**src/sv/bresenham_line_rasterizer_core_defines.svh**
```systemverilog
// assertion helpers used by the rasterizer controller
`ifndef BRESENHAM_LINE_RASTERIZER_CORE_DEFINES_SVH
`define BRESENHAM_LINE_RASTERIZER_CORE_DEFINES_SVH

// same-cycle implication, checked outside reset
`define BLR_ASSERT_SAME(label, clk, rst_n, ante, cons, msg) \
  label: assert property (@(posedge clk) disable iff (!(rst_n)) (ante) |-> (cons)) \
    else $error(msg);

// next-cycle implication, checked outside reset
`define BLR_ASSERT_NEXT(label, clk, rst_n, ante, cons, msg) \
  label: assert property (@(posedge clk) disable iff (!(rst_n)) (ante) |=> (cons)) \
    else $error(msg);

`endif

```
**src/sv/blr_pkg.sv**
```systemverilog
`timescale 1ns / 1ps

package blr_pkg;

  // field widths of the item ports
  localparam int unsigned CoordW            = 6;
  localparam int unsigned ColorW            = 32;
  localparam int unsigned CoordBitsDefault  = 6;

  // input item: one segment
  typedef struct packed {
    logic [CoordW-1:0] start_x;
    logic [CoordW-1:0] start_y;
    logic [CoordW-1:0] end_x;
    logic [CoordW-1:0] end_y;
    logic [ColorW-1:0] line_color;
  } in_item_t;

  // output item: one pixel write
  typedef struct packed {
    logic [CoordW-1:0] pixel_x;
    logic [CoordW-1:0] pixel_y;
    logic [ColorW-1:0] pixel_color;
    logic              last_pixel;
  } out_item_t;

  // controller to datapath
  typedef struct packed {
    logic load;   // capture the segment endpoints and color
    logic setup;  // order endpoints, load deltas and decision term
    logic step;   // advance to the next pixel
  } cmd_t;

  // datapath to controller
  typedef struct packed {
    logic empty;  // segment has no pixels
    logic last;   // current pixel is the final one
  } status_t;

endpackage

```
**src/sv/blr_ctrl.sv**
```systemverilog
`timescale 1ns / 1ps
`include "bresenham_line_rasterizer_core_defines.svh"

module blr_ctrl (
  input  logic             clk_i,
  input  logic             rst_ni,
  input  logic             in_valid_i,
  output logic             in_ready_o,
  output logic             out_valid_o,
  input  logic             out_ready_i,
  output blr_pkg::cmd_t    cmd_o,
  input  blr_pkg::status_t status_i
);

  typedef enum logic [1:0] {
    StIdle,
    StSetup,
    StRun
  } state_e;

  state_e state_q;
  logic   in_ready_q;
  logic   out_valid_q;

  // commands from state and handshakes
  always_comb begin
    cmd_o.load  = in_valid_i && in_ready_q;
    cmd_o.setup = (state_q == StSetup);
    cmd_o.step  = out_valid_q && out_ready_i;
  end

  // sequencer with registered handshake outputs
  always_ff @(posedge clk_i or negedge rst_ni) begin
    if (!rst_ni) begin
      state_q     <= StIdle;
      in_ready_q  <= 1'b0;
      out_valid_q <= 1'b0;
    end else begin
      case (state_q)
        StIdle: begin
          if (in_valid_i && in_ready_q) begin
            state_q    <= StSetup;
            in_ready_q <= 1'b0;
          end else begin
            in_ready_q <= 1'b1;
          end
        end
        StSetup: begin
          if (status_i.empty) begin
            state_q    <= StIdle;
            in_ready_q <= 1'b1;
          end else begin
            state_q     <= StRun;
            out_valid_q <= 1'b1;
          end
        end
        StRun: begin
          if (out_valid_q && out_ready_i && status_i.last) begin
            state_q     <= StIdle;
            out_valid_q <= 1'b0;
            in_ready_q  <= 1'b1;
          end
        end
        default: begin
          state_q     <= StIdle;
          in_ready_q  <= 1'b0;
          out_valid_q <= 1'b0;
        end
      endcase
    end
  end

  assign in_ready_o  = in_ready_q;
  assign out_valid_o = out_valid_q;

  `BLR_ASSERT_SAME(a_ready_valid_excl, clk_i, rst_ni, 1'b1, !(in_ready_q && out_valid_q), "in ready while a pixel is pending")
  `BLR_ASSERT_NEXT(a_accept_to_setup, clk_i, rst_ni, in_valid_i && in_ready_q, state_q == StSetup && !in_ready_q && !out_valid_q, "accepted item did not enter setup")
  `BLR_ASSERT_NEXT(a_empty_to_idle, clk_i, rst_ni, state_q == StSetup && status_i.empty, in_ready_q && !out_valid_q, "empty segment produced pixels")
  `BLR_ASSERT_NEXT(a_last_to_idle, clk_i, rst_ni, out_valid_q && out_ready_i && status_i.last, in_ready_q && !out_valid_q, "no return to idle after last pixel")

endmodule

```
**src/sv/blr_datapath.sv**
```systemverilog
`timescale 1ns / 1ps

module blr_datapath #(
  parameter int unsigned COORD_BITS = blr_pkg::CoordBitsDefault
) (
  input  logic               clk_i,
  input  logic               rst_ni,
  input  blr_pkg::cmd_t      cmd_i,
  output blr_pkg::status_t   status_o,
  input  blr_pkg::in_item_t  in_item_i,
  output blr_pkg::out_item_t out_item_o
);

  localparam int unsigned DecW   = COORD_BITS + 3;
  localparam int unsigned DeltaW = COORD_BITS + 1;
  localparam int unsigned OutW   = blr_pkg::CoordW;

  typedef logic [COORD_BITS-1:0] coord_t;

  // captured segment
  coord_t                    sx_q, sy_q, ex_q, ey_q;
  logic [blr_pkg::ColorW-1:0] color_q;

  // walk state
  coord_t              major_q, minor_q, end_q;
  logic signed [DecW-1:0] dec_q;
  logic [DeltaW-1:0]   tmaj_q, tmin_q;
  logic                swap_q, up_q;

  // setup terms
  coord_t dx_abs, dy_abs, a_maj, a_min, b_maj, b_min;
  coord_t p_maj, p_min, q_maj, q_min, dmaj, dmin;
  logic   swap_s, rev_s, up_s;
  logic signed [DecW-1:0] dec_init;

  // step terms
  logic                   dec_pos, last_s;
  coord_t                 minor_nx;
  logic signed [DecW-1:0] dec_nx;

  // axis choice, endpoint order and deltas
  always_comb begin
    dx_abs   = (ex_q >= sx_q) ? ex_q - sx_q : sx_q - ex_q;
    dy_abs   = (ey_q >= sy_q) ? ey_q - sy_q : sy_q - ey_q;
    swap_s   = dy_abs > dx_abs;
    a_maj    = swap_s ? sy_q : sx_q;
    a_min    = swap_s ? sx_q : sy_q;
    b_maj    = swap_s ? ey_q : ex_q;
    b_min    = swap_s ? ex_q : ey_q;
    rev_s    = a_maj > b_maj;
    p_maj    = rev_s ? b_maj : a_maj;
    p_min    = rev_s ? b_min : a_min;
    q_maj    = rev_s ? a_maj : b_maj;
    q_min    = rev_s ? a_min : b_min;
    dmaj     = q_maj - p_maj;
    up_s     = q_min > p_min;
    dmin     = up_s ? q_min - p_min : p_min - q_min;
    dec_init = $signed({2'b00, dmin, 1'b0}) - $signed({3'b000, dmaj});
  end

  // one pixel step of the decision term
  always_comb begin
    dec_pos  = !dec_q[DecW-1] && (dec_q != '0);
    minor_nx = up_q ? minor_q + coord_t'(1) : minor_q - coord_t'(1);
    dec_nx   = dec_q + $signed({2'b00, tmin_q});
    if (dec_pos) begin
      dec_nx = dec_nx - $signed({2'b00, tmaj_q});
    end
    last_s   = ({1'b0, major_q} + DeltaW'(1)) == {1'b0, end_q};
  end

  always_ff @(posedge clk_i or negedge rst_ni) begin
    if (!rst_ni) begin
      sx_q    <= '0;
      sy_q    <= '0;
      ex_q    <= '0;
      ey_q    <= '0;
      color_q <= '0;
      major_q <= '0;
      minor_q <= '0;
      end_q   <= '0;
      dec_q   <= '0;
      tmaj_q  <= '0;
      tmin_q  <= '0;
      swap_q  <= 1'b0;
      up_q    <= 1'b0;
    end else begin
      if (cmd_i.load) begin
        sx_q    <= in_item_i.start_x[COORD_BITS-1:0];
        sy_q    <= in_item_i.start_y[COORD_BITS-1:0];
        ex_q    <= in_item_i.end_x[COORD_BITS-1:0];
        ey_q    <= in_item_i.end_y[COORD_BITS-1:0];
        color_q <= in_item_i.line_color;
      end
      if (cmd_i.setup) begin
        major_q <= p_maj;
        minor_q <= p_min;
        end_q   <= q_maj;
        dec_q   <= dec_init;
        tmaj_q  <= {dmaj, 1'b0};
        tmin_q  <= {dmin, 1'b0};
        swap_q  <= swap_s;
        up_q    <= up_s;
      end else if (cmd_i.step) begin
        if (dec_pos) begin
          minor_q <= minor_nx;
        end
        dec_q   <= dec_nx;
        major_q <= major_q + coord_t'(1);
      end
    end
  end

  // status and pixel payload
  always_comb begin
    status_o.empty         = (sx_q == ex_q) && (sy_q == ey_q);
    status_o.last          = last_s;
    out_item_o.pixel_x     = OutW'(swap_q ? minor_q : major_q);
    out_item_o.pixel_y     = OutW'(swap_q ? major_q : minor_q);
    out_item_o.pixel_color = color_q;
    out_item_o.last_pixel  = last_s;
  end

endmodule

```
**src/sv/bresenham_line_rasterizer_core.sv**
```systemverilog
// first pixel: offered once the setup state that follows the segment's accept
//   has loaded the walk, and taken when out_ready_i is high
// throughput: one pixel per cycle while out_ready_i is high; a segment passes
//   through accept, setup, then one step per pixel, and the next segment is
//   accepted only after its last pixel is taken or, with no pixels, after setup
// reset: rst_ni asynchronous active low, block returns idle with no pixel pending
`timescale 1ns / 1ps

module bresenham_line_rasterizer_core #(
  parameter int unsigned COORD_BITS = blr_pkg::CoordBitsDefault
) (
  input  logic               clk_i,
  input  logic               rst_ni,
  input  logic               in_valid_i,
  output logic               in_ready_o,
  input  blr_pkg::in_item_t  in_item_i,
  output logic               out_valid_o,
  input  logic               out_ready_i,
  output blr_pkg::out_item_t out_item_o
);

  blr_pkg::cmd_t    cmd;
  blr_pkg::status_t status;

  // sequencer
  blr_ctrl u_ctrl (
    .clk_i       (clk_i),
    .rst_ni      (rst_ni),
    .in_valid_i  (in_valid_i),
    .in_ready_o  (in_ready_o),
    .out_valid_o (out_valid_o),
    .out_ready_i (out_ready_i),
    .cmd_o       (cmd),
    .status_i    (status)
  );

  // line walk datapath
  blr_datapath #(
    .COORD_BITS (COORD_BITS)
  ) u_datapath (
    .clk_i      (clk_i),
    .rst_ni     (rst_ni),
    .cmd_i      (cmd),
    .status_o   (status),
    .in_item_i  (in_item_i),
    .out_item_o (out_item_o)
  );

endmodule
```
**config.mk**
```make
export PLATFORM = sky130hd
export DESIGN_NAME = bresenham_line_rasterizer_core
export DESIGN_NICKNAME = d
export VERILOG_FILES = /design/src/sv/blr_pkg.sv /design/src/sv/blr_ctrl.sv /design/src/sv/blr_datapath.sv /design/src/sv/bresenham_line_rasterizer_core.sv
export VERILOG_INCLUDE_DIRS = /design/src /design/src/sv
export SDC_FILE = /design/constraint.sdc
export NUM_CORES = 1
export LEC_CHECK = 0
export BUFFER_PORTS_ARGS = -buffer_cell sky130_fd_sc_hd__buf_2
export CAP_MARGIN = 20
export CORE_ASPECT_RATIO = 1.25
export CORE_MARGIN = 4
export CORE_UTILIZATION = 60
export CTS_CLUSTER_DIAMETER = 150
export CTS_CLUSTER_SIZE = 40
export DETAILED_ROUTE_END_ITERATION = 10
export GPL_ROUTABILITY_DRIVEN = 0
export PLACE_DENSITY = 0.88
export SETUP_SLACK_MARGIN = 0.05
export SYNTH_ARGS = -nofsm -noshare
export SYNTH_HDL_FRONTEND = slang
export SYNTH_SLANG_ARGS = --single-unit
```
**constraint.sdc**
```tcl
create_clock -name clk_i -period 30.5 [get_ports clk_i]
set_clock_uncertainty 0.2 [all_clocks]
set_input_delay 6.1 -clock clk_i [delete_from_list [all_inputs] [get_ports clk_i]]
set_output_delay 6.1 -clock clk_i [all_outputs]
set_load 0.02 [all_outputs]
```
# ---- After elaboration in Yosys (flattened, before gate mapping)
# Cells that the tools add are included.
dict set report op_classes {
  n_bitwise 1
  div_mod_pow 0
  n_eq_ne 9
  multipliers 0
  shift 0
  n_reduce_logical 14
  addsub 14
  magnitude_cmp 5
  mux 33
}
# op count
set op_table {}
lappend op_table {{6-bit 2-to-1 mux} 19}
lappend op_table {{6-bit subtractor} 7}
lappend op_table {{9-bit 2-to-1 mux} 3}
lappend op_table {{6-bit greater-than comparator} 3}
lappend op_table {{6-bit by 1-bit adder with 6-bit output, second input constant} 2}
lappend op_table {{6-bit equality test} 2}
lappend op_table {{6-bit >= comparator} 2}
lappend op_table {{9-bit by 8-bit adder with 9-bit output} 1}
lappend op_table {{9-bit nonzero test} 1}
lappend op_table {{9-bit by 8-bit subtractor with 9-bit output} 1}
lappend op_table {{7-bit by 6-bit subtractor with 8-bit output} 1}
lappend op_table {{6-bit by 1-bit adder with 7-bit output, second input constant} 1}
lappend op_table {{7-bit by 6-bit equality test with 1-bit output} 1}
lappend op_table {{2-bit 2-to-1 mux} 3}
lappend op_table {{1-bit one-hot mux with 3 select lines} 2}
lappend op_table {{2-bit one-hot mux with 3 select lines} 1}
lappend op_table {{2-bit AND reduction} 3}
lappend op_table {{6-bit by 1-bit subtractor with 6-bit output, second input constant} 1}
lappend op_table {{1-bit logical AND} 5}
lappend op_table {{1-bit 2-to-1 mux} 5}
lappend op_table {{2-bit by 1-bit inequality test with 1-bit output, second input constant} 2}
lappend op_table {{2-bit inequality test, second input constant} 2}
lappend op_table {{2-bit nonzero test} 2}
lappend op_table {{3-bit AND reduction} 1}
lappend op_table {{5 further kinds} 5}
dict set report word_totals {
  memories 0
  latchBits 0
  reg_bits 101
  output_inout_bits 47
  elab_cells 92
  in_bits 60
  ramBits 0
  mem_bits_ro 0
}

# ---- Longest topological paths before layout
# Gate-level depths: netlist of run 1.
dict set report depth {
  ltp_word 10
  ltp_mapped 54
  mapped_depth_nobuf 47
}

# ---- Hierarchy
# Synthesis of run 1 repeated with hierarchy kept, for this count alone.
dict set report unflattened {
  hier_cells 857
  hier_area_um2 7868.8
}
# module instances seq_area_each_um2 cells_per_inst area_each_um2
set modules_own_cells {}
lappend modules_own_cells {blr_datapath 1 2427.3 828 7582.3}
lappend modules_own_cells {blr_ctrl 1 100.1 29 286.5}

# ---- Worst setup path after synthesis of run 1
# No wires, ideal clock.
dict set report synth_timing {
  path_kind {flip-flop to flip-flop}
  start {register u_datapath.ex_q[0]}
  end {register u_datapath.dec_q[6]}
  path_slack_ps 20342
  setup_ps 69
  arrival_time_ps 9889
  required_ps 30231
  path_stages_with_launch 50
  cell_sequence {dfrtp_1 > inv_1 > ha_1 > inv_1 > fa_1 > a21o_1 > a21o_1 > a21o_1 > a211o_1 > clkbuf_1 > o211ai_1 > a21boi_0 > o21ai_0 > nand2_1 > a21oi_1 > xor2_1 > ha_1 > nand2_1 > [14 not listed] > clkbuf_1 > o21ai_0 > mux2i_1 > inv_1 > ha_1 > fa_1 > o21a_1 > a311oi_1 > a32o_1 > or2_1 > buf_2 > mux2i_1 > xor2_1 > ha_1 > or3b_2 > nor4_1 > nor3b_1 > nand3_1}
}
dict set report synth_via {
  elab_chain_len 10
  elab_cells_between_ends 21
  classes_between {add/sub: 6; order compare: 4; mux: 11}
}
# item line_no
set synth_rtl {}
lappend synth_rtl {{start: declaration} blr_datapath.sv:21} ;# coord_t sx_q, sy_q, ex_q, ey_q;
lappend synth_rtl {{start signal: assignment} blr_datapath.sv:91} ;# ex_q <= in_item_i.end_x[COORD_BITS-1:0];
lappend synth_rtl {{6-bit subtractor or 6-bit >= comparator (tied branches)} blr_datapath.sv:43} ;# dx_abs = (ex_q >= sx_q) ? ex_q - sx_q : sx_q - ex_q;
lappend synth_rtl {{6-bit 2-to-1 mux} blr_datapath.sv:43}
lappend synth_rtl {{6-bit greater-than comparator} blr_datapath.sv:45} ;# swap_s = dy_abs > dx_abs;
lappend synth_rtl {{6-bit 2-to-1 mux, on equally long branches} {blr_datapath.sv:46, blr_datapath.sv:48}}
lappend synth_rtl {{6-bit greater-than comparator} blr_datapath.sv:50} ;# rev_s = a_maj > b_maj;
lappend synth_rtl {{6-bit 2-to-1 mux, on equally long branches} {blr_datapath.sv:52, blr_datapath.sv:54}}
lappend synth_rtl {{6-bit subtractor or 6-bit greater-than comparator (tied branches)} {blr_datapath.sv:57, blr_datapath.sv:56}}
lappend synth_rtl {{6-bit 2-to-1 mux (*)} blr_datapath.sv:57} ;# dmin = up_s ? q_min - p_min : p_min - q_min;
lappend synth_rtl {{net u_datapath.dmin[4]} blr_datapath.sv:32} ;# coord_t p_maj, p_min, q_maj, q_min, dmaj, dmin;
lappend synth_rtl {{7-bit by 6-bit subtractor with 8-bit output (*)} blr_datapath.sv:58} ;# dec_init = $signed({2'b00, dmin, 1'b0}) - $signed({3'b000, dmaj});
lappend synth_rtl {{9-bit 2-to-1 mux (*)} blr_datapath.sv:95} ;# if (cmd_i.setup) begin
lappend synth_rtl {{end signal: assignment} blr_datapath.sv:99} ;# dec_q <= dec_init;
lappend synth_rtl {{end signal: assignment} blr_datapath.sv:108} ;# dec_q <= dec_nx;
lappend synth_rtl {{end: declaration} blr_datapath.sv:26} ;# logic signed [DecW-1:0] dec_q;
# Mark *: on every way through the listed nets, which the timed path passes. The rest lies on a longest branch.
# A chain may end at the register's enable or synchronous reset.

# ---- Final worst setup path of run 1
# Ends and elaborated chain as after synthesis.

==> flow_metrics.env, run 1 <==
export IMPL_status="completed"
export IMPL_avgRoutedWirePerCell_um=19.1
export IMPL_clock_latency_ns=0.37
export IMPL_core_area_mm2=0.0134
export IMPL_sw_frac_of_total_pct=25.1
export IMPL_slew_violations=0
export IMPL_combPwrFrac_pct=2.5
export IMPL_cp_start_kind="register"
export IMPL_power_switching_w=0.0000657
export IMPL_period_share_pct=37.4
export IMPL_drtIter0Drc=585
export IMPL_die_area_mm2=0.0158
export IMPL_path_common_cell="ha_1"
export IMPL_power_density_mw_per_mm2=28.4
export IMPL_max_stage_delay_ns=0.73
export IMPL_cts_resized_gates=0
export IMPL_routed_via_density=6.26
export IMPL_first_pass_iters=5
export IMPL_crit_type="reg -> reg"
export IMPL_rows=47
export IMPL_power_leakage_nw=4.40
export IMPL_post_route_drc_count=0
export IMPL_maxSlewHeadroom_pct=36.9
export IMPL_clockRootBuffer="clkbuf_16"
export IMPL_peakVddDrop_mv=0.0331
export IMPL_synth_most_common_cell="dfrtp_1"
export IMPL_cts_max_path_buffers=2
export IMPL_synth_top_area_cell="dfrtp_1"
export IMPL_setup_tns_final_ns=0
export IMPL_nNetsFinal=1106
export IMPL_grt_pass1_vias=7193
export IMPL_seq_area_frac_synth_pct=30.5
export IMPL_die_y_um=139
export IMPL_ys_warn_count=0
export IMPL_totalWireLength_mm=21.9
export IMPL_worst_pin_slew_ns=0.945
export IMPL_cts_hold_buf=0
export IMPL_cts_tree="built"
export IMPL_synth_top_area_share_pct=30.5
export IMPL_antenna_found_initial=1
export IMPL_async_flop_share_pct=100
export IMPL_cp_end_kind="register"
export IMPL_syn2layout_area_growth_pct=11.2
export IMPL_pin_count=107
export IMPL_start_util_pct=61.8
export IMPL_cts_sinks=101
export IMPL_grt_setup_unrepaired="false"
export IMPL_post_cts_buffers=0
export IMPL_max_clock_freq_mhz=87.6
export IMPL_dieWidth_um=113
export IMPL_fillCellCount=986
export IMPL_dp_hpwl_mm=16.4
export IMPL_port_buffers=106
export IMPL_syn_area_mm2=0.00828
export IMPL_worst_path_buf_inv=4
export IMPL_synth_edff_count=0
export IMPL_cp_arrival_ns=11.52
export IMPL_synth_cells=889
export IMPL_synthTopCellsByArea="dfrtp_1, mux2_2, ha_1"
export IMPL_crit_slowest_cell="nand2_1"
export IMPL_p_int_w=0.000196
export IMPL_hold_ws_ns=0.304
export IMPL_grt_overflow=0
export IMPL_synth_commonest_cells="dfrtp_1, nand2_1, mux2_2, ha_1, inv_1"
export IMPL_grt_total_usage_pct=27.7
export IMPL_hold_viol=0
export IMPL_antenna_left=0
export IMPL_drive_gt1_share_pct=25.0
export IMPL_timing_final_crit_period_ns=11.42
export IMPL_crit_family="compound AO/OA/AOI/OAI gates"
export IMPL_vias=7184
export IMPL_crit_fanout=31
export IMPL_drv_cap=0
export IMPL_ys_types=82
export IMPL_htree_levels=3
export IMPL_grt_pass1_wl_mm=35.4
export IMPL_hp_class="reg -> reg"
export IMPL_clk_pin_slew_ns=0.08
export IMPL_grt_max_degree=71
export IMPL_clockPowerShare_pct=46.4
export IMPL_syn_nets=1024
export IMPL_synth_ff_type="dfrtp_1"
export IMPL_setup_viol=0
export IMPL_numCtsBuffers=9
export IMPL_worstPathRequired_ns=30.60
export IMPL_avgSynthCellArea_um2=9.32
export IMPL_synth_seq_cells=101
export IMPL_seqPwrFrac_pct=51.1
-- sequential cells by signal, indices dropped and copies added, names as in the netlist, 6 cells and up --
name,count
u_datapath.color_q,32
u_datapath.tmaj_q,6
u_datapath.ex_q,6
u_datapath.major_q,6
u_datapath.end_q,6
u_datapath.tmin_q,6
u_datapath.ey_q,6
u_datapath.sy_q,6
u_datapath.sx_q,6
u_datapath.dec_q,9
u_datapath.minor_q,6
-- cells in the final DEF, fill, tap and decap left out, types with 4 or more instances in the layout --
| master | count |
|---|---|
| buf_2 | 105 |
| dfrtp_1 | 101 |
| nand2_1 | 95 |
| mux2_2 | 87 |
| ha_1 | 64 |
| inv_1 | 62 |
| o21ai_0 | 55 |
| a21oi_1 | 50 |
| nor2_1 | 41 |
| mux2i_1 | 34 |
| xnor2_1 | 30 |
| a21o_1 | 27 |
| xor2_1 | 21 |
| o211ai_1 | 15 |
| nand3_1 | 14 |
| a211oi_1 | 10 |
| fa_1 | 10 |
| nor3_1 | 9 |
| clkbuf_16 | 9 |
| nand2b_1 | 7 |
| nor4_1 | 7 |
| buf_4 | 7 |
| a31oi_1 | 6 |
| a211o_1 | 5 |
| a21boi_0 | 5 |
| nand4_1 | 5 |
| nor2b_1 | 5 |
| and2_1 | 4 |
| a311oi_1 | 4 |
-- layout make-up --
class | count | area [um^2] | area share, %
Multi-Input combinational cell | 685 | 5340 | 58.0
Inverter | 62 | 233 | 2.53
Antenna cell | 1 | 2.50 | 0.0272
Sequential cell | 101 | 2530 | 27.4
Timing Repair Buffer | 112 | 578 | 6.28
Clock buffer | 9 | 225 | 2.45
Clock inverter | 7 | 86.3 | 0.937
Tap cell | 171 | 214 | 2.32
-- routing by layer --
| metal | part of all wire, % | wire length (um) | GRT usage [%] | vias to the layer above |
|---|---|---|---|---|
| met3 | 6.3 | 1380 | 4.73 | 88 |
| met2 | 51 | 11300 | 48.7 | 326 |
| li1 | - | - | - | 3334 |
| met5 | 0 | 0 | 0 | - |
| met4 | 5.2 | 1140 | 15.9 | 0 |
| met1 | 37 | 8110 | 31.2 | 3436 |
-- power by group through the flow --
stage / registers (W) / logic (W) / clock network [W]
floorplan: 0.000136 / 0.0000000862 / 0
global placement: 0.000136 / 0.00000642 / 0
detailed placement: 0.000136 / 0.00000668 / 0
finish: 0.000134 / 0.00000648 / 0.000121
CTS: 0.000134 / 0.00000673 / 0.000123
global route: 0.000134 / 0.00000744 / 0.000129
-- cells by family (layout without fill, tap and decap cells) --
logic type / after synthesis / count (layout) / synth area share [%]
muxes: 122 / 122 / 16.1
adders and majority gates: 77 / 77 / 12.5
AOI/OAI and AO/OA: 218 / 218 / 17.8
and+or+nand+nor: 216 / 216 / 12.5
other: 0 / 1 / 0
xor gates and xnor gates: 52 / 52 / 5.59
buffers and inverters: 103 / 190 / 5.05
DFF: 101 / 101 / 30.5
-- stage by stage --
step	cell area [um^2]	cells	setup WS, ns	util, %	total power [W]
global route	9210	1148	18.38	68.7	0.000270
detailed placement	8900	1131	19.33	66.3	0.000143
global placement	8900	1131	19.85	66.3	0.000143
floorplan	8280	889	20.34	-	0.000137
CTS	9210	1147	19.28	68.7	0.000263
finish	9210	1148	19.08	68.7	0.000262
-- path summary, 6_finish.rpt --
kind	cells past startpoint	slack [ns]	end	start
worst max-delay path	43	19.08	u_datapath.dec_q[6]$_DFFE_PN0P_	u_datapath.ex_q[0]$_DFFE_PN0P_
worst min-delay path	1	0.30	u_datapath.color_q[0]$_DFFE_PN0P_	u_datapath.color_q[0]$_DFFE_PN0P_
worst max register to register	43	19.08	u_datapath.dec_q[6]$_DFFE_PN0P_	u_datapath.ex_q[0]$_DFFE_PN0P_
worst min register to register	1	0.30	u_datapath.color_q[0]$_DFFE_PN0P_	u_datapath.color_q[0]$_DFFE_PN0P_
max in group asynchronous	2	23.42	u_datapath.minor_q[1]$_DFFE_PN0P_	rst_ni
min in group asynchronous	1	5.49	u_datapath.color_q[22]$_DFFE_PN0P_	rst_ni
(Power assumes the default switching activity.)
==> inputs of run 2 (changes only) <==
Clock period 30.5 ns to 11.4 ns, I/O delays scaled along.
==> run 2 against run 1 <==
- via count decreased by 0.14%
- global-route usage increased by 0.58 points
- routed wire length rose by 2.0%
- largest power group unchanged
- first-iteration DRC count rose by 3.9%
- worst setup slack worse by 19 ns
- register-to-register slack lost 19 ns
- die area did not move
- core utilization increased by 0.42 points
- sequential power grew to 2.7 times the previous value
- non-clock buffer count grew 4
- combinational power grew to 2.6 times the previous value
==> flow_metrics.env, run 2 (synthesis results as in run 1) <==
export IMPL_largest_reg_flops=32
export IMPL_min_delay_start="u_datapath.color_q[7]$_DFFE_PN0P_"
export IMPL_grt_total_usage_pct=28.2
export IMPL_reg2reg_to="u_datapath.dec_q[6]$_DFFE_PN0P_"
export IMPL_antennaDiodeCount=0
export IMPL_whs_path_depth=1
export IMPL_first_pass_iters=6
export IMPL_final_common_cell="buf_2"
export IMPL_regMostFlops="u_datapath.color_q"
export IMPL_worst_pin_slew_ns=0.980
export IMPL_seqPwrFrac_pct=51.2
export IMPL_p_int_w=0.000524
export IMPL_grt_overflow=0
export IMPL_post_route_drc_count=0
export IMPL_hold_viol=0
export IMPL_grt_max_degree=71
export IMPL_syn2layout_area_growth_pct=11.9
export IMPL_crit_slowest_cell="or3b_2"
export IMPL_power_switching_w=0.000175
export IMPL_drive_gt1_share_pct=25.7
export IMPL_multiInputGateArea_mm2=0.00537
export IMPL_start_util_pct=61.8
export IMPL_clock_latency_ns=0.37
export IMPL_r2r_start="u_datapath.ex_q[0]$_DFFE_PN0P_"
export IMPL_numCtsBuffers=9
export IMPL_dieWidth_um=113
export IMPL_cp_start_kind="register"
export IMPL_hp_class="reg -> reg"
export IMPL_rows=47
export IMPL_vias=7174
export IMPL_rrSetupSlack_ns=0.40
export IMPL_peakVddDrop_mv=0.0802
export IMPL_max_clock_freq_mhz=90.9
export IMPL_cts_max_path_buffers=2
export IMPL_routed_via_density=6.23
export IMPL_combPwrFrac_pct=2.4
export IMPL_top_regs="u_datapath.color_q (32), u_datapath.dec_q (9)"
export IMPL_grt_pass1_vias=7218
export IMPL_timing_final_crit_period_ns=11.00
export IMPL_max_stage_delay_ns=0.48
export IMPL_cp_end_kind="register"
export IMPL_pin_count=107
export IMPL_totalWireLength_mm=22.4
export IMPL_final_cell_mix="buf_2, dfrtp_1, nand2_1, mux2_2, ha_1"
export IMPL_grt_setup_unrepaired="false"
export IMPL_core_area_mm2=0.0134
export IMPL_hold_end="u_datapath.color_q[7]$_DFFE_PN0P_"
export IMPL_cts_sinks=101
export IMPL_die_area_mm2=0.0158
export IMPL_clockPowerShare_pct=46.4
export IMPL_drtIter0Drc=608
export IMPL_antenna_left=0
export IMPL_crit_fanout=21
export IMPL_setup_viol=0
export IMPL_cp_arrival_ns=11.10
export IMPL_crit_type="reg -> reg"
export IMPL_htree_levels=3
export IMPL_clk_pin_slew_ns=0.08
export IMPL_maxSlewHeadroom_pct=34.1
export IMPL_fillCellCount=989
export IMPL_drv_cap=0
export IMPL_nNetsFinal=1110
export IMPL_antenna_found_initial=0
export IMPL_finalWorstSetupSlack_ns=0.397
export IMPL_die_y_um=139
export IMPL_status="completed"
export IMPL_power_density_mw_per_mm2=75.5
export IMPL_worstPathRequired_ns=11.50
export IMPL_period_share_pct=96.5
export IMPL_port_buffers=106
export IMPL_power_leakage_nw=4.42
export IMPL_worstRegToRegCells=42
export IMPL_seqCellArea_mm2=0.00253
export IMPL_hold_ws_ns=0.307
export IMPL_sw_frac_of_total_pct=25.1
export IMPL_dp_hpwl_mm=16.4
export IMPL_setup_tns_final_ns=0
export IMPL_clockRootBuffer="clkbuf_16"
export IMPL_avgRoutedWirePerCell_um=19.4
export IMPL_path_common_cell="ha_1"
export IMPL_grt_pass1_wl_mm=36.0
export IMPL_cts_tree="built"
export IMPL_pre_cts_ws_ns=0.462
export IMPL_slew_violations=0
-- run 2: cell count changes in the layout (fill, tap and decap cells not counted) --
| cell | previous run | this run |
|---|---|---|
| buf_6 | 0 | 1 |
| mux2i_1 | 34 | 31 |
| o221ai_2 | 1 | 0 |
| buf_4 | 7 | 10 |
| nand2_1 | 95 | 94 |
| mux2i_2 | 0 | 3 |
| diode_2 | 1 | 0 |
| o21ai_1 | 3 | 5 |
| o221ai_4 | 0 | 1 |
| o21ai_0 | 55 | 53 |
| nand2_2 | 3 | 4 |
-- run 2: worst max path at each step --
stage / start / to / slack, ns / cells after the start
floorplan: u_datapath.ex_q[0]$_DFFE_PN0P_ / u_datapath.dec_q[6]$_DFFE_PN0P_ / 1.24 / 49
global placement: u_datapath.ey_q[0]$_DFFE_PN0P_ / u_datapath.dec_q[6]$_DFFE_PN0P_ / 0.95 / 42
detailed placement: u_datapath.ex_q[0]$_DFFE_PN0P_ / u_datapath.dec_q[6]$_DFFE_PN0P_ / 0.46 / 42
CTS: u_datapath.ex_q[0]$_DFFE_PN0P_ / u_datapath.dec_q[6]$_DFFE_PN0P_ / 0.32 / 42
global route: u_datapath.ex_q[0]$_DFFE_PN0P_ / u_datapath.dec_q[6]$_DFFE_PN0P_ / 0.02 / 42
finish: u_datapath.ex_q[0]$_DFFE_PN0P_ / u_datapath.dec_q[6]$_DFFE_PN0P_ / 0.40 / 42
-- run 2: per-stage QoR --
step	cell area [um^2]	instances	util [%]	total power, W
final	9270	1151	69.1	0.000699
after global routing	9270	1151	69.1	0.000720
after CTS	9220	1148	68.7	0.000703
after detailed placement	8900	1132	66.4	0.000383
after global placement	8900	1132	66.4	0.000382
after floorplan	8280	889	-	0.000365
-- run 2: per-layer routing --
layer | wire length (um) | share of wire (%) | global-route usage [%] | up-vias
met5 | 0 | 0 | 0 | -
met4 | 1170 | 5.2 | 14.9 | 0
met3 | 1330 | 5.9 | 5.12 | 92
met2 | 11500 | 51 | 49.7 | 312
met1 | 8400 | 38 | 32.3 | 3438
li1 | - | - | - | 3332
-- run 2: critical path: cells and delay by family, from the launching register on --
kind                       cells  cell delay [ns]
AOI/OAI and AO/OA             17             4.38
xor gates and xnor gates       2             0.39
adders and majority gates      8             2.62
buffers and inverters          3             0.27
DFF                            1             0.43
muxes                          2             0.71
and+or+nand+nor               10             1.92
-- run 2: final cells by class --
class	instances	share of cell area [%]
well taps	171	2.31
clock inverters	7	0.932
inverters	62	2.51
clock buffers	9	2.43
repair buffers	116	6.60
multi-input cells	685	57.9
flip-flops and latches	101	27.3
-- run 2: power by group through the flow --
stage          clock [W]  combinational (W)  sequential (W)
4_1_cts         0.000328          0.0000178        0.000358
3_3_place_gp           0          0.0000172        0.000365
6_report        0.000324          0.0000171        0.000358
2_1_floorplan          0        0.000000227        0.000365
5_1_grt         0.000342          0.0000197        0.000358
3_5_place_dp           0          0.0000176        0.000365
-- run 2: timing repair --
item                                    4_1_cts  5_1_grt
hold buffers                                  0        0
endpoints found under the setup margin        0        6
buffers inserted                              0        3
gates resized for setup                       0        8
==> inputs of run 3 (changes only) <==
Settings changed: CTS_BUF_LIST set to sky130_fd_sc_hd__clkbuf_8 sky130_fd_sc_hd__clkbuf_16, MAX_ROUTING_LAYER set to met4.
Clock period 11.4 ns to 13.8 ns, I/O delays scaled along.
==> run 3 against run 2 <==
- worst hold slack worse by 0.0035 ns
- non-clock buffer count down 4
- first-iteration DRC count fell by 3.0%
- critical path depth increased by 2
- global-route usage is 0.27 points lower
- clock-buffer cell count unchanged
- fmax shrank 3.7%
- clock power decreased by 19%
- sequential share of layout area rose by 0.17 points
- power shrank 18%
- via count down 1.4%
- worst setup slack improved by 2.0 ns
- largest cell class unchanged
==> flow_metrics.env, run 3 (synthesis results as in run 1) <==
export IMPL_hp_class="reg -> reg"
export IMPL_rows=47
export IMPL_max_clock_freq_mhz=87.5
export IMPL_postLayoutCellArea_mm2=0.00921
export IMPL_max_stage_delay_ns=0.75
export IMPL_grt_pass1_vias=7167
export IMPL_cts_sinks=101
export IMPL_vias=7077
export IMPL_first_pass_iters=5
export IMPL_post_cts_buffers=0
export IMPL_worst_pin_slew_ns=0.970
export IMPL_status="completed"
export IMPL_totalWireLength_mm=21.3
export IMPL_worstPathRequired_ns=13.90
export IMPL_htree_levels=3
export IMPL_fillCellCount=1000
export IMPL_core_area_mm2=0.0134
export IMPL_cts_hold_buf=0
export IMPL_cts_max_path_buffers=2
export IMPL_cts_tree="built"
export IMPL_setup_viol=0
export IMPL_largest_reg_flops=32
export IMPL_period_share_pct=82.8
export IMPL_power_density_mw_per_mm2=62.2
export IMPL_start_util_pct=61.8
export IMPL_p_total_w=0.000573
export IMPL_pin_count=107
export IMPL_worst_path_buf_inv=4
export IMPL_grt_overflow=0
export IMPL_top_regs="u_datapath.color_q (32), u_datapath.dec_q (9)"
export IMPL_syn2layout_area_growth_pct=11.2
export IMPL_die_y_um=139
export IMPL_die_area_mm2=0.0158
export IMPL_grt_max_degree=71
export IMPL_final_cell_mix="buf_2, dfrtp_1, nand2_1, mux2_2, ha_1"
export IMPL_hold_viol=0
export IMPL_grt_total_usage_pct=28.0
export IMPL_avgRoutedWirePerCell_um=18.5
export IMPL_crit_family="compound AO/OA/AOI/OAI gates"
export IMPL_regMostFlops="u_datapath.color_q"
export IMPL_peakVddDrop_mv=0.0913
export IMPL_antenna_left=0
export IMPL_dpl_cell_area_mm2=0.00890
export IMPL_slew_violations=0
export IMPL_antennaDiodeCount=0
export IMPL_crit_type="reg -> reg"
export IMPL_routed_via_density=6.17
export IMPL_setup_tns_final_ns=0
export IMPL_nNetsFinal=1106
export IMPL_crit_fanout=31
export IMPL_drtIter0Drc=590
export IMPL_cp_end_kind="register"
export IMPL_path_common_cell="ha_1"
export IMPL_antenna_found_initial=0
export IMPL_post_route_drc_count=0
export IMPL_cp_arrival_ns=11.53
export IMPL_cts_resized_gates=0
export IMPL_port_buffers=106
export IMPL_drv_cap=0
export IMPL_clock_latency_ns=0.36
export IMPL_grt_pass1_wl_mm=34.9
export IMPL_final_common_cell="buf_2"
export IMPL_clk_pin_slew_ns=0.08
export IMPL_timing_final_crit_period_ns=11.43
export IMPL_final_util_pct=68.7
export IMPL_cp_start_kind="register"
export IMPL_dp_hpwl_mm=16.3
export IMPL_clockRootBuffer="clkbuf_16"
export IMPL_maxSlewHeadroom_pct=35.2
export IMPL_grt_setup_unrepaired="false"
export IMPL_power_leakage_nw=4.40
export IMPL_crit_slowest_cell="nand2_1"
export IMPL_drive_gt1_share_pct=25.0
export IMPL_numCtsBuffers=9
export IMPL_dieWidth_um=113
[run 3: path summary, 6_finish.rpt]
path / from / slack, ns / endpoint / depth (start not counted)
max: u_datapath.ex_q[0]$_DFFE_PN0P_ / 2.37 / u_datapath.dec_q[6]$_DFFE_PN0P_ / 44
min: u_datapath.color_q[17]$_DFFE_PN0P_ / 0.30 / u_datapath.color_q[17]$_DFFE_PN0P_ / 1
max reg2reg: u_datapath.ex_q[0]$_DFFE_PN0P_ / 2.37 / u_datapath.dec_q[6]$_DFFE_PN0P_ / 44
min reg2reg: u_datapath.color_q[17]$_DFFE_PN0P_ / 0.30 / u_datapath.color_q[17]$_DFFE_PN0P_ / 1
max in group asynchronous: rst_ni / 10.06 / u_datapath.sx_q[3]$_DFFE_PN0P_ / 2
min in group asynchronous: rst_ni / 2.15 / u_datapath.color_q[22]$_DFFE_PN0P_ / 1
[run 3: through the flow]
step | setup WS (ns) | hold WS, ns | instances
5_1_grt | 1.71 | 0.317 | 1147
2_1_floorplan | 3.64 | 0.287 | 889
3_5_place_dp | 2.72 | 0.288 | 1131
6_report | 2.37 | 0.304 | 1147
3_3_place_gp | 3.12 | 0.281 | 1131
4_1_cts | 2.68 | 0.306 | 1147
[run 3: worst reg2reg max path, delay by kind of cell, from the launching register on]
family / cells / cell delay, ns
AOI/OAI and AO/OA: 16 / 3.59
xor gates and xnor gates: 2 / 0.36
adders and majority gates: 8 / 2.64
buffers and inverters: 4 / 0.61
DFF: 1 / 0.43
muxes: 2 / 0.71
and+or+nand+nor: 12 / 2.82
[run 3: layout make-up]
| type | instances | area, um^2 | area share, % |
|---|---|---|---|
| flip-flops and latches | 101 | 2530 | 27.4 |
| inverters | 62 | 233 | 2.53 |
| clock buffers | 9 | 225 | 2.45 |
| clock inverters | 7 | 86.3 | 0.938 |
| well taps | 171 | 214 | 2.32 |
| repair buffers | 112 | 578 | 6.28 |
| multi-input cells | 685 | 5340 | 58.0 |
[run 3: metal layers]
metal | vias up | GRT usage, % | wire [um]
met5 | - | - | 0
met4 | 0 | 14.1 | 1040
met3 | 91 | 5.30 | 1280
met2 | 317 | 47.7 | 11000
met1 | 3348 | 31.0 | 7890
li1 | 3321 | - | -
[run 3: power by group]
group	switching (W)	internal, W	leakage [nW]
Combinational	0.00000817	0.00000618	2.92
Sequential	0	0.000296	1.33
Clock	0.000133	0.000130	0.151
Total	0.000141	0.000432	4.40
